File: config.mk
export PLATFORM = sky130hd
export DESIGN_NAME = vor_radial_cdi_deviation_top
export DESIGN_NICKNAME = d
export VERILOG_FILES = /design/src/hdl/vrcd_pkg.sv /design/src/hdl/vrcd_cordic_stage.sv /design/src/hdl/vrcd_cordic.sv /design/src/hdl/vrcd_angle.sv /design/src/hdl/vor_radial_cdi_deviation_top.sv
export SDC_FILE = /design/constraint.sdc
export NUM_CORES = 2
export LEC_CHECK = 0
export BUFFER_PORTS_ARGS = -buffer_cell sky130_fd_sc_hd__buf_2
export CAP_MARGIN = 15
export CORE_ASPECT_RATIO = 1.5
export CORE_MARGIN = 2
export CORE_UTILIZATION = 60
export CTS_BUF_LIST = sky130_fd_sc_hd__clkbuf_4
export DETAILED_ROUTE_END_ITERATION = 12
export PLACE_DENSITY = 0.79
export SYNTH_ARGS = -nofsm -noshare
export SYNTH_HDL_FRONTEND = slang
export SYNTH_SLANG_ARGS = --single-unit
File: constraint.sdc
create_clock -name clk -period 6.2 [get_ports clk]
set_input_delay 0.31 -clock clk [delete_from_list [all_inputs] [get_ports clk]]
set_output_delay 0.31 -clock clk [all_outputs]
set_load 0.01 [all_outputs]
File: src/hdl/vrcd_pkg.sv
package vrcd_pkg;

  // angle units: 1/2^ANGLE_FRAC_BITS degree at the outputs
  localparam int ANGLE_FRAC_BITS = 6;
  // inner arctangent units: 2^-20 degree
  localparam int INNER_FRAC = 20;
  localparam int RND_SH = INNER_FRAC - ANGLE_FRAC_BITS;

  // fixed field widths
  localparam int STATION_BITS = 24;
  localparam int VAR_BITS = 15;
  localparam int COURSE_BITS = 15;
  localparam int RADIAL_BITS = 15;
  localparam int DEV_BITS = 14;
  localparam int CFG_DATA_BITS = 24;
  localparam int CFG_INDEX_BITS = 2;

  // register indexes
  localparam logic [CFG_INDEX_BITS-1:0] REG_STATION_X = 2'd0;
  localparam logic [CFG_INDEX_BITS-1:0] REG_STATION_Y = 2'd1;
  localparam logic [CFG_INDEX_BITS-1:0] REG_MAG_VAR   = 2'd2;

  // arctangent table and angle accumulator
  localparam int TABLE_LEN = 24;
  localparam int TBL_W = 28;
  localparam int ZW = TBL_W + 1;
  localparam logic [TBL_W-1:0] ATAN_TABLE [0:TABLE_LEN-1] = '{
    28'd47185920, 28'd27855475, 28'd14718068, 28'd7471121,
    28'd3750058,  28'd1876857,  28'd938658,   28'd469357,
    28'd234682,   28'd117342,   28'd58671,    28'd29335,
    28'd14668,    28'd7334,     28'd3667,     28'd1833,
    28'd917,      28'd458,      28'd229,      28'd115,
    28'd57,       28'd29,       28'd14,       28'd7
  };
  localparam logic [TBL_W-1:0] QUARTER_IN = TBL_W'(90 << INNER_FRAC);
  localparam logic [TBL_W-1:0] RND_HALF = TBL_W'(1 << (RND_SH - 1));
  localparam int T_W = TBL_W - RND_SH;

  // working angle arithmetic, signed
  localparam int ANG_W = 17;
  localparam logic signed [ANG_W-1:0] FULL_ANG    = ANG_W'(360 << ANGLE_FRAC_BITS);
  localparam logic signed [ANG_W-1:0] HALF_ANG    = ANG_W'(180 << ANGLE_FRAC_BITS);
  localparam logic signed [ANG_W-1:0] QUARTER_ANG = ANG_W'(90 << ANGLE_FRAC_BITS);

  // per-request sideband carried along the pipeline
  typedef struct packed {
    logic [COURSE_BITS-1:0] course;
    logic                   dx_zero;
    logic                   dx_neg;
    logic                   dy_zero;
    logic                   dy_neg;
  } side_t;

endpackage

File: src/hdl/vrcd_cordic_stage.sv
module vrcd_cordic_stage #(
  parameter int CW = 28,
  parameter int STAGE = 0
) (
  input  logic                     clk,
  input  logic                     rst,
  input  logic                     valid_in,
  input  logic signed [CW-1:0]     x_in,
  input  logic signed [CW-1:0]     y_in,
  input  logic signed [vrcd_pkg::ZW-1:0] z_in,
  input  vrcd_pkg::side_t          side_in,
  output logic                     valid_out,
  output logic signed [CW-1:0]     x_out,
  output logic signed [CW-1:0]     y_out,
  output logic signed [vrcd_pkg::ZW-1:0] z_out,
  output vrcd_pkg::side_t          side_out
);
  import vrcd_pkg::*;

  localparam logic signed [ZW-1:0] ENTRY = $signed({1'b0, ATAN_TABLE[STAGE]});

  logic signed [CW-1:0] xs;
  logic signed [CW-1:0] ys;
  logic                 y_pos;

  // floor shifts of the old values
  assign xs = x_in >>> STAGE;
  assign ys = y_in >>> STAGE;
  assign y_pos = !y_in[CW-1] && (y_in != '0);

  // valid bit
  always_ff @(posedge clk) begin
    if (rst) begin
      valid_out <= 1'b0;
    end else begin
      valid_out <= valid_in;
    end
  end

  // one micro-rotation
  always_ff @(posedge clk) begin
    if (y_pos) begin
      x_out <= x_in + ys;
      y_out <= y_in - xs;
      z_out <= z_in + ENTRY;
    end else begin
      x_out <= x_in - ys;
      y_out <= y_in + xs;
      z_out <= z_in - ENTRY;
    end
    side_out <= side_in;
  end

endmodule

File: src/hdl/vrcd_cordic.sv
module vrcd_cordic #(
  parameter int CW = 28,
  parameter int ARCTAN_STAGES = 16
) (
  input  logic                     clk,
  input  logic                     rst,
  input  logic                     valid_in,
  input  logic signed [CW-1:0]     x_in,
  input  logic signed [CW-1:0]     y_in,
  input  vrcd_pkg::side_t          side_in,
  output logic                     valid_out,
  output logic signed [vrcd_pkg::ZW-1:0] z_out,
  output vrcd_pkg::side_t          side_out
);
  import vrcd_pkg::*;

  localparam int N = (ARCTAN_STAGES < TABLE_LEN) ? ARCTAN_STAGES : TABLE_LEN;

  logic                 vld  [0:N];
  logic signed [CW-1:0] xv   [0:N];
  logic signed [CW-1:0] yv   [0:N];
  logic signed [ZW-1:0] zv   [0:N];
  side_t                sv   [0:N];

  assign vld[0] = valid_in;
  assign xv[0]  = x_in;
  assign yv[0]  = y_in;
  assign zv[0]  = '0;
  assign sv[0]  = side_in;

  // one registered rotation per stage
  for (genvar i = 0; i < N; i++) begin : g_stage
    vrcd_cordic_stage #(
      .CW    (CW),
      .STAGE (i)
    ) u_stage (
      .clk       (clk),
      .rst       (rst),
      .valid_in  (vld[i]),
      .x_in      (xv[i]),
      .y_in      (yv[i]),
      .z_in      (zv[i]),
      .side_in   (sv[i]),
      .valid_out (vld[i+1]),
      .x_out     (xv[i+1]),
      .y_out     (yv[i+1]),
      .z_out     (zv[i+1]),
      .side_out  (sv[i+1])
    );
  end

  assign valid_out = vld[N];
  assign z_out     = zv[N];
  assign side_out  = sv[N];

endmodule

File: src/hdl/vrcd_angle.sv
module vrcd_angle (
  input  logic                                 clk,
  input  logic                                 rst,
  input  logic                                 valid_in,
  input  logic signed [vrcd_pkg::ZW-1:0]       z_in,
  input  vrcd_pkg::side_t                      side_in,
  input  logic signed [vrcd_pkg::VAR_BITS-1:0] variation,
  output logic                                 done,
  output logic [vrcd_pkg::RADIAL_BITS-1:0]     radial_angle,
  output logic signed [vrcd_pkg::DEV_BITS-1:0] course_deviation,
  output logic                                 to_indicator
);
  import vrcd_pkg::*;

  // stage 1: clamp, round, quadrant
  logic [TBL_W-1:0]        zc;
  logic [TBL_W-1:0]        zr;
  logic signed [ANG_W-1:0] t;
  logic signed [ANG_W-1:0] pre_next;
  logic                    dx_pos;
  logic                    dy_pos;
  logic                    v1;
  logic signed [ANG_W-1:0] pre;
  logic [COURSE_BITS-1:0]  course1;

  always_comb begin
    if (z_in[ZW-1]) begin
      zc = '0;
    end else if (z_in > $signed({1'b0, QUARTER_IN})) begin
      zc = QUARTER_IN;
    end else begin
      zc = z_in[TBL_W-1:0];
    end
    zr = zc + RND_HALF;
    if (side_in.dx_zero) begin
      t = '0;
    end else if (side_in.dy_zero) begin
      t = QUARTER_ANG;
    end else begin
      t = $signed(ANG_W'(zr[TBL_W-1:RND_SH]));
    end
    dx_pos = !side_in.dx_zero && !side_in.dx_neg;
    dy_pos = !side_in.dy_zero && !side_in.dy_neg;
    if (dx_pos && side_in.dy_neg) begin
      pre_next = HALF_ANG - t;
    end else if (dx_pos && dy_pos) begin
      pre_next = t;
    end else if (side_in.dx_neg && dy_pos) begin
      pre_next = FULL_ANG - t;
    end else begin
      pre_next = HALF_ANG + t;
    end
  end

  // stage 2: variation and wrap into 0..360
  logic signed [ANG_W-1:0] rv;
  logic signed [ANG_W-1:0] radial_next;
  logic                    v2;
  logic [RADIAL_BITS-1:0]  radial2;
  logic [COURSE_BITS-1:0]  course2;

  always_comb begin
    rv = pre - ANG_W'(variation);
    if (rv[ANG_W-1]) begin
      radial_next = rv + FULL_ANG;
    end else if (rv > FULL_ANG) begin
      radial_next = rv - FULL_ANG;
    end else begin
      radial_next = rv;
    end
  end

  // stage 3: deviation wrap and to/from reflection
  logic signed [ANG_W-1:0] d0;
  logic signed [ANG_W-1:0] d1;
  logic signed [ANG_W-1:0] d2;
  logic signed [ANG_W-1:0] dev_next;
  logic                    to_next;

  always_comb begin
    d0 = $signed(ANG_W'(radial2)) - $signed(ANG_W'(course2));
    d1 = (d0 > HALF_ANG) ? d0 - FULL_ANG : d0;
    d2 = (d1 < -HALF_ANG) ? d1 + FULL_ANG : d1;
    if (d2 >= QUARTER_ANG) begin
      dev_next = HALF_ANG - d2;
      to_next  = 1'b1;
    end else if (d2 <= -QUARTER_ANG) begin
      dev_next = -(d2 + HALF_ANG);
      to_next  = 1'b1;
    end else begin
      dev_next = d2;
      to_next  = 1'b0;
    end
  end

  // valid bits
  always_ff @(posedge clk) begin
    if (rst) begin
      v1   <= 1'b0;
      v2   <= 1'b0;
      done <= 1'b0;
    end else begin
      v1   <= valid_in;
      v2   <= v1;
      done <= v2;
    end
  end

  // payload registers
  always_ff @(posedge clk) begin
    pre              <= pre_next;
    course1          <= side_in.course;
    radial2          <= radial_next[RADIAL_BITS-1:0];
    course2          <= course1;
    radial_angle     <= radial2;
    course_deviation <= dev_next[DEV_BITS-1:0];
    to_indicator     <= to_next;
  end

endmodule

File: src/hdl/vor_radial_cdi_deviation_top.sv
// VOR radial and course deviation, fully pipelined.
// A request passes the difference and magnitude registers, the CORDIC stages and the angle stages before done rises.
// Throughput: one request per cycle; busy is always low, set by one CORDIC stage per rotation.
// Reset (rst, synchronous): clears all valid bits and the station and variation registers.
// Results cannot be stalled by the receiver; done is high for exactly one cycle per request.
module vor_radial_cdi_deviation_top #(
  parameter int POS_BITS = 24,
  parameter int ARCTAN_STAGES = 16
) (
  input  logic                                      clk,
  input  logic                                      rst,
  input  logic                                      start,
  output logic                                      busy,
  input  logic signed [POS_BITS-1:0]                aircraft_x,
  input  logic signed [POS_BITS-1:0]                aircraft_y,
  input  logic [vrcd_pkg::COURSE_BITS-1:0]          selected_course,
  output logic                                      done,
  output logic [vrcd_pkg::RADIAL_BITS-1:0]          radial_angle,
  output logic signed [vrcd_pkg::DEV_BITS-1:0]      course_deviation,
  output logic                                      to_indicator,
  input  logic                                      wr_en,
  input  logic [vrcd_pkg::CFG_INDEX_BITS-1:0]       wr_index,
  input  logic [vrcd_pkg::CFG_DATA_BITS-1:0]        wr_data
);
  import vrcd_pkg::*;

  localparam int DW = ((POS_BITS > STATION_BITS) ? POS_BITS : STATION_BITS) + 1;
  localparam int CW = DW + 3;

  // configuration registers
  logic signed [STATION_BITS-1:0] station_x;
  logic signed [STATION_BITS-1:0] station_y;
  logic signed [VAR_BITS-1:0]     magnetic_variation;

  always_ff @(posedge clk) begin
    if (rst) begin
      station_x          <= '0;
      station_y          <= '0;
      magnetic_variation <= '0;
    end else if (wr_en) begin
      case (wr_index)
        REG_STATION_X: station_x          <= wr_data[STATION_BITS-1:0];
        REG_STATION_Y: station_y          <= wr_data[STATION_BITS-1:0];
        REG_MAG_VAR:   magnetic_variation <= wr_data[VAR_BITS-1:0];
        default: ;
      endcase
    end
  end

  assign busy = 1'b0;

  // stage a: position differences
  logic                   req;
  logic signed [DW-1:0]   dx_next;
  logic signed [DW-1:0]   dy_next;
  logic                   va;
  logic signed [DW-1:0]   dx;
  logic signed [DW-1:0]   dy;
  logic [COURSE_BITS-1:0] course_a;

  assign req = start && !busy;
  assign dx_next = {{(DW-POS_BITS){aircraft_x[POS_BITS-1]}}, aircraft_x}
                 - {{(DW-STATION_BITS){station_x[STATION_BITS-1]}}, station_x};
  assign dy_next = {{(DW-POS_BITS){aircraft_y[POS_BITS-1]}}, aircraft_y}
                 - {{(DW-STATION_BITS){station_y[STATION_BITS-1]}}, station_y};

  // stage b: magnitudes and sign flags
  logic [DW-1:0]        dx_abs;
  logic [DW-1:0]        dy_abs;
  side_t                side_next;
  logic                 vb;
  logic signed [CW-1:0] x0;
  logic signed [CW-1:0] y0;
  side_t                side_b;

  always_comb begin
    dx_abs = dx[DW-1] ? DW'(-dx) : DW'(dx);
    dy_abs = dy[DW-1] ? DW'(-dy) : DW'(dy);
    side_next.course  = course_a;
    side_next.dx_zero = (dx == '0);
    side_next.dx_neg  = dx[DW-1];
    side_next.dy_zero = (dy == '0);
    side_next.dy_neg  = dy[DW-1];
  end

  always_ff @(posedge clk) begin
    if (rst) begin
      va <= 1'b0;
      vb <= 1'b0;
    end else begin
      va <= req;
      vb <= va;
    end
  end

  always_ff @(posedge clk) begin
    dx       <= dx_next;
    dy       <= dy_next;
    course_a <= selected_course;
    x0       <= $signed({3'b000, dy_abs});
    y0       <= $signed({3'b000, dx_abs});
    side_b   <= side_next;
  end

  // arctangent pipeline
  logic                 vc;
  logic signed [ZW-1:0] z_c;
  side_t                side_c;

  vrcd_cordic #(
    .CW            (CW),
    .ARCTAN_STAGES (ARCTAN_STAGES)
  ) u_cordic (
    .clk       (clk),
    .rst       (rst),
    .valid_in  (vb),
    .x_in      (x0),
    .y_in      (y0),
    .side_in   (side_b),
    .valid_out (vc),
    .z_out     (z_c),
    .side_out  (side_c)
  );

  // quadrant, variation and deviation
  vrcd_angle u_angle (
    .clk              (clk),
    .rst              (rst),
    .valid_in         (vc),
    .z_in             (z_c),
    .side_in          (side_c),
    .variation        (magnetic_variation),
    .done             (done),
    .radial_angle     (radial_angle),
    .course_deviation (course_deviation),
    .to_indicator     (to_indicator)
  );

endmodule
## After elaboration in Yosys (flattened, before gate mapping)

Cells that the tools add are included.

- Bits in read-only memories: 0
- Input bits: 93
- Bits in latches: 0
- Bits in writable memories: 0
- Bits in registers: 1,890
- Memories kept: 0

- Shift operators: 0
- Reductions and logical operators: 61
- Multiplexer cells: 61
- Equality and inequality tests: 2
- Multipliers: 0
- Order comparisons: 6
- Div/mod/pow operators: 0
- Bitwise operators: 0
- Add/subtract/negate cells: 104

Operator list:

| cell | number |
|---|---|
| $mux 28 | 31 |
| $mux 29 | 16 |
| $reduce_bool 28->1 | 16 |
| $mux 17 | 6 |
| $add 28x15->28 | 2 |
| $add 28x16->28 | 2 |
| $add 28x17->28 | 2 |
| $add 28x18->28 | 2 |
| $add 28x19->28 | 2 |
| $add 28x20->28 | 2 |
| $add 28x21->28 | 2 |
| $add 28x22->28 | 2 |
| $add 28x23->28 | 2 |
| $add 28x24->28 | 2 |
| $add 28x25->28 | 2 |
| $add 28x26->28 | 2 |
| $add 28x27->28 | 2 |
| $sub 28x15->28 | 2 |
| $sub 28x16->28 | 2 |
| $sub 28x17->28 | 2 |
| $sub 28x18->28 | 2 |
| $sub 28x19->28 | 2 |
| $sub 28x20->28 | 2 |
| $sub 28x21->28 | 2 |
| other kinds (72) | 125 |

## Longest topological paths before layout

- Depth in word-level cells: 10
- Gate-level depth with buffers: 29
- Gate-level depth less buffers: 27

## Modules after synthesis

A second synthesis with hierarchy kept.

- Cells, all modules: 14,782
- Area total of the unflattened synthesis: 128,570.8 um^2

Modules (own cells, without submodules):

| module | cells an instance | area each (um^2) | instances |
|---|---|---|---|
| vor_radial_cdi_deviation_top | 972 | 8,683.3 | 1 |
| vrcd_cordic_stage (u_cordic.g_stage[3].u_stage) | 903 | 7,644.8 | 1 |
| vrcd_cordic_stage (u_cordic.g_stage[5].u_stage) | 847 | 7,390.8 | 1 |
| vrcd_cordic_stage (u_cordic.g_stage[8].u_stage) | 879 | 7,388.3 | 1 |
| vrcd_cordic_stage (u_cordic.g_stage[2].u_stage) | 847 | 7,354.6 | 1 |
| vrcd_cordic_stage (u_cordic.g_stage[6].u_stage) | 859 | 7,352.1 | 1 |
| vrcd_cordic_stage (u_cordic.g_stage[0].u_stage) | 873 | 7,278.2 | 1 |
| vrcd_cordic_stage (u_cordic.g_stage[4].u_stage) | 818 | 7,136.8 | 1 |
| vrcd_cordic_stage (u_cordic.g_stage[10].u_stage) | 822 | 7,091.8 | 1 |
| vrcd_cordic_stage (u_cordic.g_stage[15].u_stage) | 810 | 7,060.5 | 1 |
| vrcd_cordic_stage (u_cordic.g_stage[11].u_stage) | 803 | 7,053.0 | 1 |
| vrcd_cordic_stage (u_cordic.g_stage[9].u_stage) | 813 | 7,004.2 | 1 |
| vrcd_cordic_stage (u_cordic.g_stage[13].u_stage) | 790 | 6,945.4 | 1 |
| vrcd_cordic_stage (u_cordic.g_stage[1].u_stage) | 772 | 6,916.6 | 1 |
| 5 more rows | -- | -- | -- |

## Worst setup path after synthesis

No wires, ideal clock.

- Path kind: reg2reg
- Start: register u_cordic.g_stage[9].u_stage.y_out[19]
- End: register u_cordic.g_stage[10].u_stage.y_out[27]
- Path slack: -0.541 ns
- Required time: 6.084 ns
- Stages on the path, launching flop included: 25
- Data arrival time: 6.625 ns
- Cell sequence: dfxtp_1 -> or4_1 -> nor4_1 -> nand2b_1 -> nor3_1 -> or2_2 -> clkbuf_1 -> buf_1 -> mux2i_1 -> ha_1 -> nor2b_1 -> o21ai_0 -> a21boi_0 -> o21ai_0 -> a21boi_0 -> o21ai_0 -> a21oi_1 -> or4b_2 -> a31o_2 -> o21ai_0 -> a211oi_1 -> a41o_1 -> or4_1 -> a2111o_1 -> o211a_1

- Longest elaborated chain between the ends: 3
- Elaborated cells on any way between the ends: 5
- Those cells by class: 2 x add/sub; 1 x mux; 2 x reduce/logical

RTL lines:

| what | RTL line | source |
|---|---|---|
| start, declared | vrcd_cordic_stage.sv:14 | `output logic signed [CW-1:0] y_out,` |
| start signal, assigned | vrcd_cordic_stage.sv:44 | `y_out <= y_in - xs;` |
| start signal, assigned | vrcd_cordic_stage.sv:48 | `y_out <= y_in + xs;` |
| parallel branches: the longest is 2 deep, another holds $add 28x18->28 | -- |  |
| $mux 28 (*) | vrcd_cordic_stage.sv:42 | `if (y_pos) begin` |
| end signal, assigned | vrcd_cordic_stage.sv:44 |  |
| end signal, assigned | vrcd_cordic_stage.sv:48 |  |
| end, declared | vrcd_cordic_stage.sv:14 |  |

Mark *: on every way between the ends.
A chain may end at the register's enable or synchronous reset.

## Worst setup path after layout

- Start: register station_y[1]
- End: register dy[23]

- Longest elaborated chain between the ends: 1

RTL lines:

| what | RTL line | source |
|---|---|---|
| start, declared | vor_radial_cdi_deviation_top.sv:32 | `logic signed [STATION_BITS-1:0] station_y;` |
| start signal, assigned | vor_radial_cdi_deviation_top.sv:43 | `REG_STATION_Y: station_y <= wr_data[STATION_BITS-1:0];` |
| $sub 24x24->25 | vor_radial_cdi_deviation_top.sv:65 | `- {{(DW-STATION_BITS){station_y[STATION_BITS-1]}}, station_y};` |
| net dy_next[23] | vor_radial_cdi_deviation_top.sv:55 | `logic signed [DW-1:0] dy_next;` |
| end signal, assigned | vor_radial_cdi_deviation_top.sv:98 | `dy <= dy_next;` |
| end, declared | vor_radial_cdi_deviation_top.sv:58 | `logic signed [DW-1:0] dy;` |

The timed path passes the listed nets, and every way through them passes these cells.

==> out/qor.yml <==
fin_area_mm2: 0.121
clkSinkCount: 1813
synth_cell_type_count: 95
gp_congestion: 1.01
ys_ff_latch: 1813
finClkSkew_ps: 172
post_dp_cell_area_mm2: 0.112
crit_type: "reg -> reg"
ys_seq_area_frac: 0.341
setup_violations: 0
final_cell_mix: "dfxtp_1, ha_1, nor2_1"
h-tree-depth: 5
gr-usage-all-layers: 0.334
fin_nets: 14500
holdPathStages: 3
drc: 0
vias_per_cell: 5.90
grt_overflow: 0
slew_headroom: 0.190
fmax_mhz: 163
worstPathRequired_ps: 7540
crit_fanout: 3
whs_ps: 100
critPathLaunch: "station_y[1]$_SDFFE_PP0P_"
endpoint_kind: "register"
r2r_start: "station_y[1]$_SDFFE_PP0P_"
core_area_mm2: 0.176
synth_edf_count: 0
die-area_mm2: 0.181
route.vias.total: 92500
arrival_ps: 7480
final_common_cell: "dfxtp_1"
cts_tree: "done"
grt_start_max_net_pins: 85
fin_crit_sh: 0.991
dpl.hpwl_mm: 234
postSynthCellCount: 12000
cts_buffer_depth: 4
root_buffer: "clkbuf_4"
drtAntennaViolNets: 0
hp-class: "in -> reg"
firstDrtPassIters: 7
grt_pass1_wl_mm: 485
ff2ff_path_depth: 19
wl_per_cell_um: 19.8
cts_buffers: 414
setup.worst_path.end: "dy[23]$_DFF_P_"
ioPinCount: 125
period_needed_ps: 6150
synth_area_per_cell_um2: 8.84
clk_latency_ps: 1410
dominantRegCellSynth: "dfxtp_1"
finalMaxSlewViolations: 0
timing.rr.end: "dy[23]$_DFF_P_"
startpoint_type: "register"
rrSetupSlack_ps: 50
layout-drive-gt1-share: 0.106
io_buffer_count: 123
clk_pin_slew_worst_paths_ps: 100
die_y_um: 520
status: "completed"
drv_cap: 0
post-place-ws_ps: -230
finalWirelength_mm: 311
synth.cell_area_mm2: 0.106
area_growth_pct: 13.7
ys_async_sr_fraction: 0
antenna_found_initial: 31
yosys_warnings: 0
num_rows: 189
drtIter0Drc: 5277
die_x_um: 348
grt_pass1_vias: 94100
start_util: 0.603
hold_viol_final: 0
postLayoutSetupSlackWorst_ps: 54.8
worst_pin_slew_ps: 1210
what timing repair did:
item                                    in CTS  in global routing
gates resized for setup                     19                221
cloned                                       0                  1
pin swaps                                    2                 63
hold endpoints to repair                   149                  0
endpoints found under the setup margin      15                159
hold buffers                               255                  0
setup buffers                                1                 23
stage by stage:
step / instances / util / TNS (ps)
2_1_floorplan: 12100 / - / -263
3_3_place_gp: 14700 / 0.635 / -2180
3_5_place_dp: 14700 / 0.635 / -1010
4_1_cts: 15600 / 0.680 / 0
5_1_grt: 15700 / 0.685 / -566
6_report: 15700 / 0.686 / 0
Yosys cell counts (all sizes together) (108+ instances only):
| cell type | n | share of area |
|---|---|---|
| a21boi | 115 | 0.0081 |
| a21o | 137 | 0.0097 |
| a21oi | 950 | 0.045 |
| clkbuf | 134 | 0.0047 |
| dfxtp | 1813 | 0.34 |
| ha | 1292 | 0.15 |
| inv | 633 | 0.022 |
| nand2 | 739 | 0.026 |
| nand2b | 200 | 0.012 |
| nand3 | 221 | 0.010 |
| nor2 | 1145 | 0.040 |
| nor2b | 168 | 0.0099 |
| nor3 | 347 | 0.016 |
| nor4 | 114 | 0.0067 |
| o21a | 217 | 0.015 |
| o21ai | 672 | 0.032 |
| o21bai | 125 | 0.0088 |
| o31ai | 152 | 0.011 |
| or3 | 108 | 0.0064 |
| xnor2 | 1125 | 0.093 |
| xor2 | 429 | 0.035 |
area by class of cell:
class                      instances  area (um2)
sequential                      1813       36300
antenna                           31        77.6
inverter                         641        2410
clock inverter                   155        1110
fill                           13900       55500
tap                             2292        2870
clock buffer                     553        4150
multi-input combinational       9465       68100
timing repair buffer             738        6000
worst min-delay path by stage:
stage	from	end	slack (ps)
after global placement	course_a[14]$_DFF_P_	side_b[18]$_DFF_P_	310
after detailed placement	u_cordic.g_stage[15].u_stage.side_out[9]$_DFF_P_	u_angle.course1[5]$_DFF_P_	310
after floorplan	course_a[6]$_DFF_P_	side_b[10]$_DFF_P_	310
after global routing	selected_course[1]	course_a[1]$_DFF_P_	40
final	selected_course[1]	course_a[1]$_DFF_P_	100
after CTS	selected_course[11]	course_a[11]$_DFF_P_	40
worst max-delay path: stages, from the launching register on:
cell and delay, ps:
dfxtp_1 490, inv_1 130, ha_1 310, nor2b_1 150
o21ai_0 260, a21boi_0 220, o21ai_0 350, a21boi_0 220
o21ai_0 340, a21boi_0 220, o21ai_0 420, a211oi_1 250
o31ai_1 420, o21ai_0 190, dlygate4sd3_1 580, or4_1 430
a31o_2 250, a21oi_1 200, xnor2_1 150, dlygate4sd3_1 560
registers in the layout, summed over array words and instances, names as in the netlist, 16 cells and up:
signal	count
side_b	19
u_cordic.g_stage.u_stage.x_out	377
station_y	24
u_cordic.g_stage.u_stage.valid_out	16
dy	25
u_angle.pre	17
station_x	24
dx	25
u_cordic.g_stage.u_stage.side_out	304
u_cordic.g_stage.u_stage.y_out	418
u_cordic.g_stage.u_stage.z_out	404
x0	25
y0	25
cell families (layout without fill, tap and decap cells):
logic type | after synthesis | in the layout | share of synthesized area
AOI/OAI and AO/OA | 2972 | 2972 | 0.178
xor gates and xnor gates | 1554 | 1554 | 0.128
adders and majority gates | 1343 | 1343 | 0.162
buffers and inverters | 798 | 2087 | 0.0282
DFF | 1813 | 1813 | 0.341
muxes | 79 | 79 | 0.00760
other | 1 | 76 | 0.0000352
and+or+nand+nor | 3472 | 3472 | 0.156
layer usage:
layer  GRT usage  vias up  wire length, um
li1            -    44900                -
met1       0.310    43200           107000
met5           0        -               56
met3      0.0597     1453            14300
met4       0.283        8            29900
met2       0.626     2992           160000
Power is left out: the tool's default activity adds up to more than one toggle a clock period on the data nets, which glitch-free logic cannot reach.
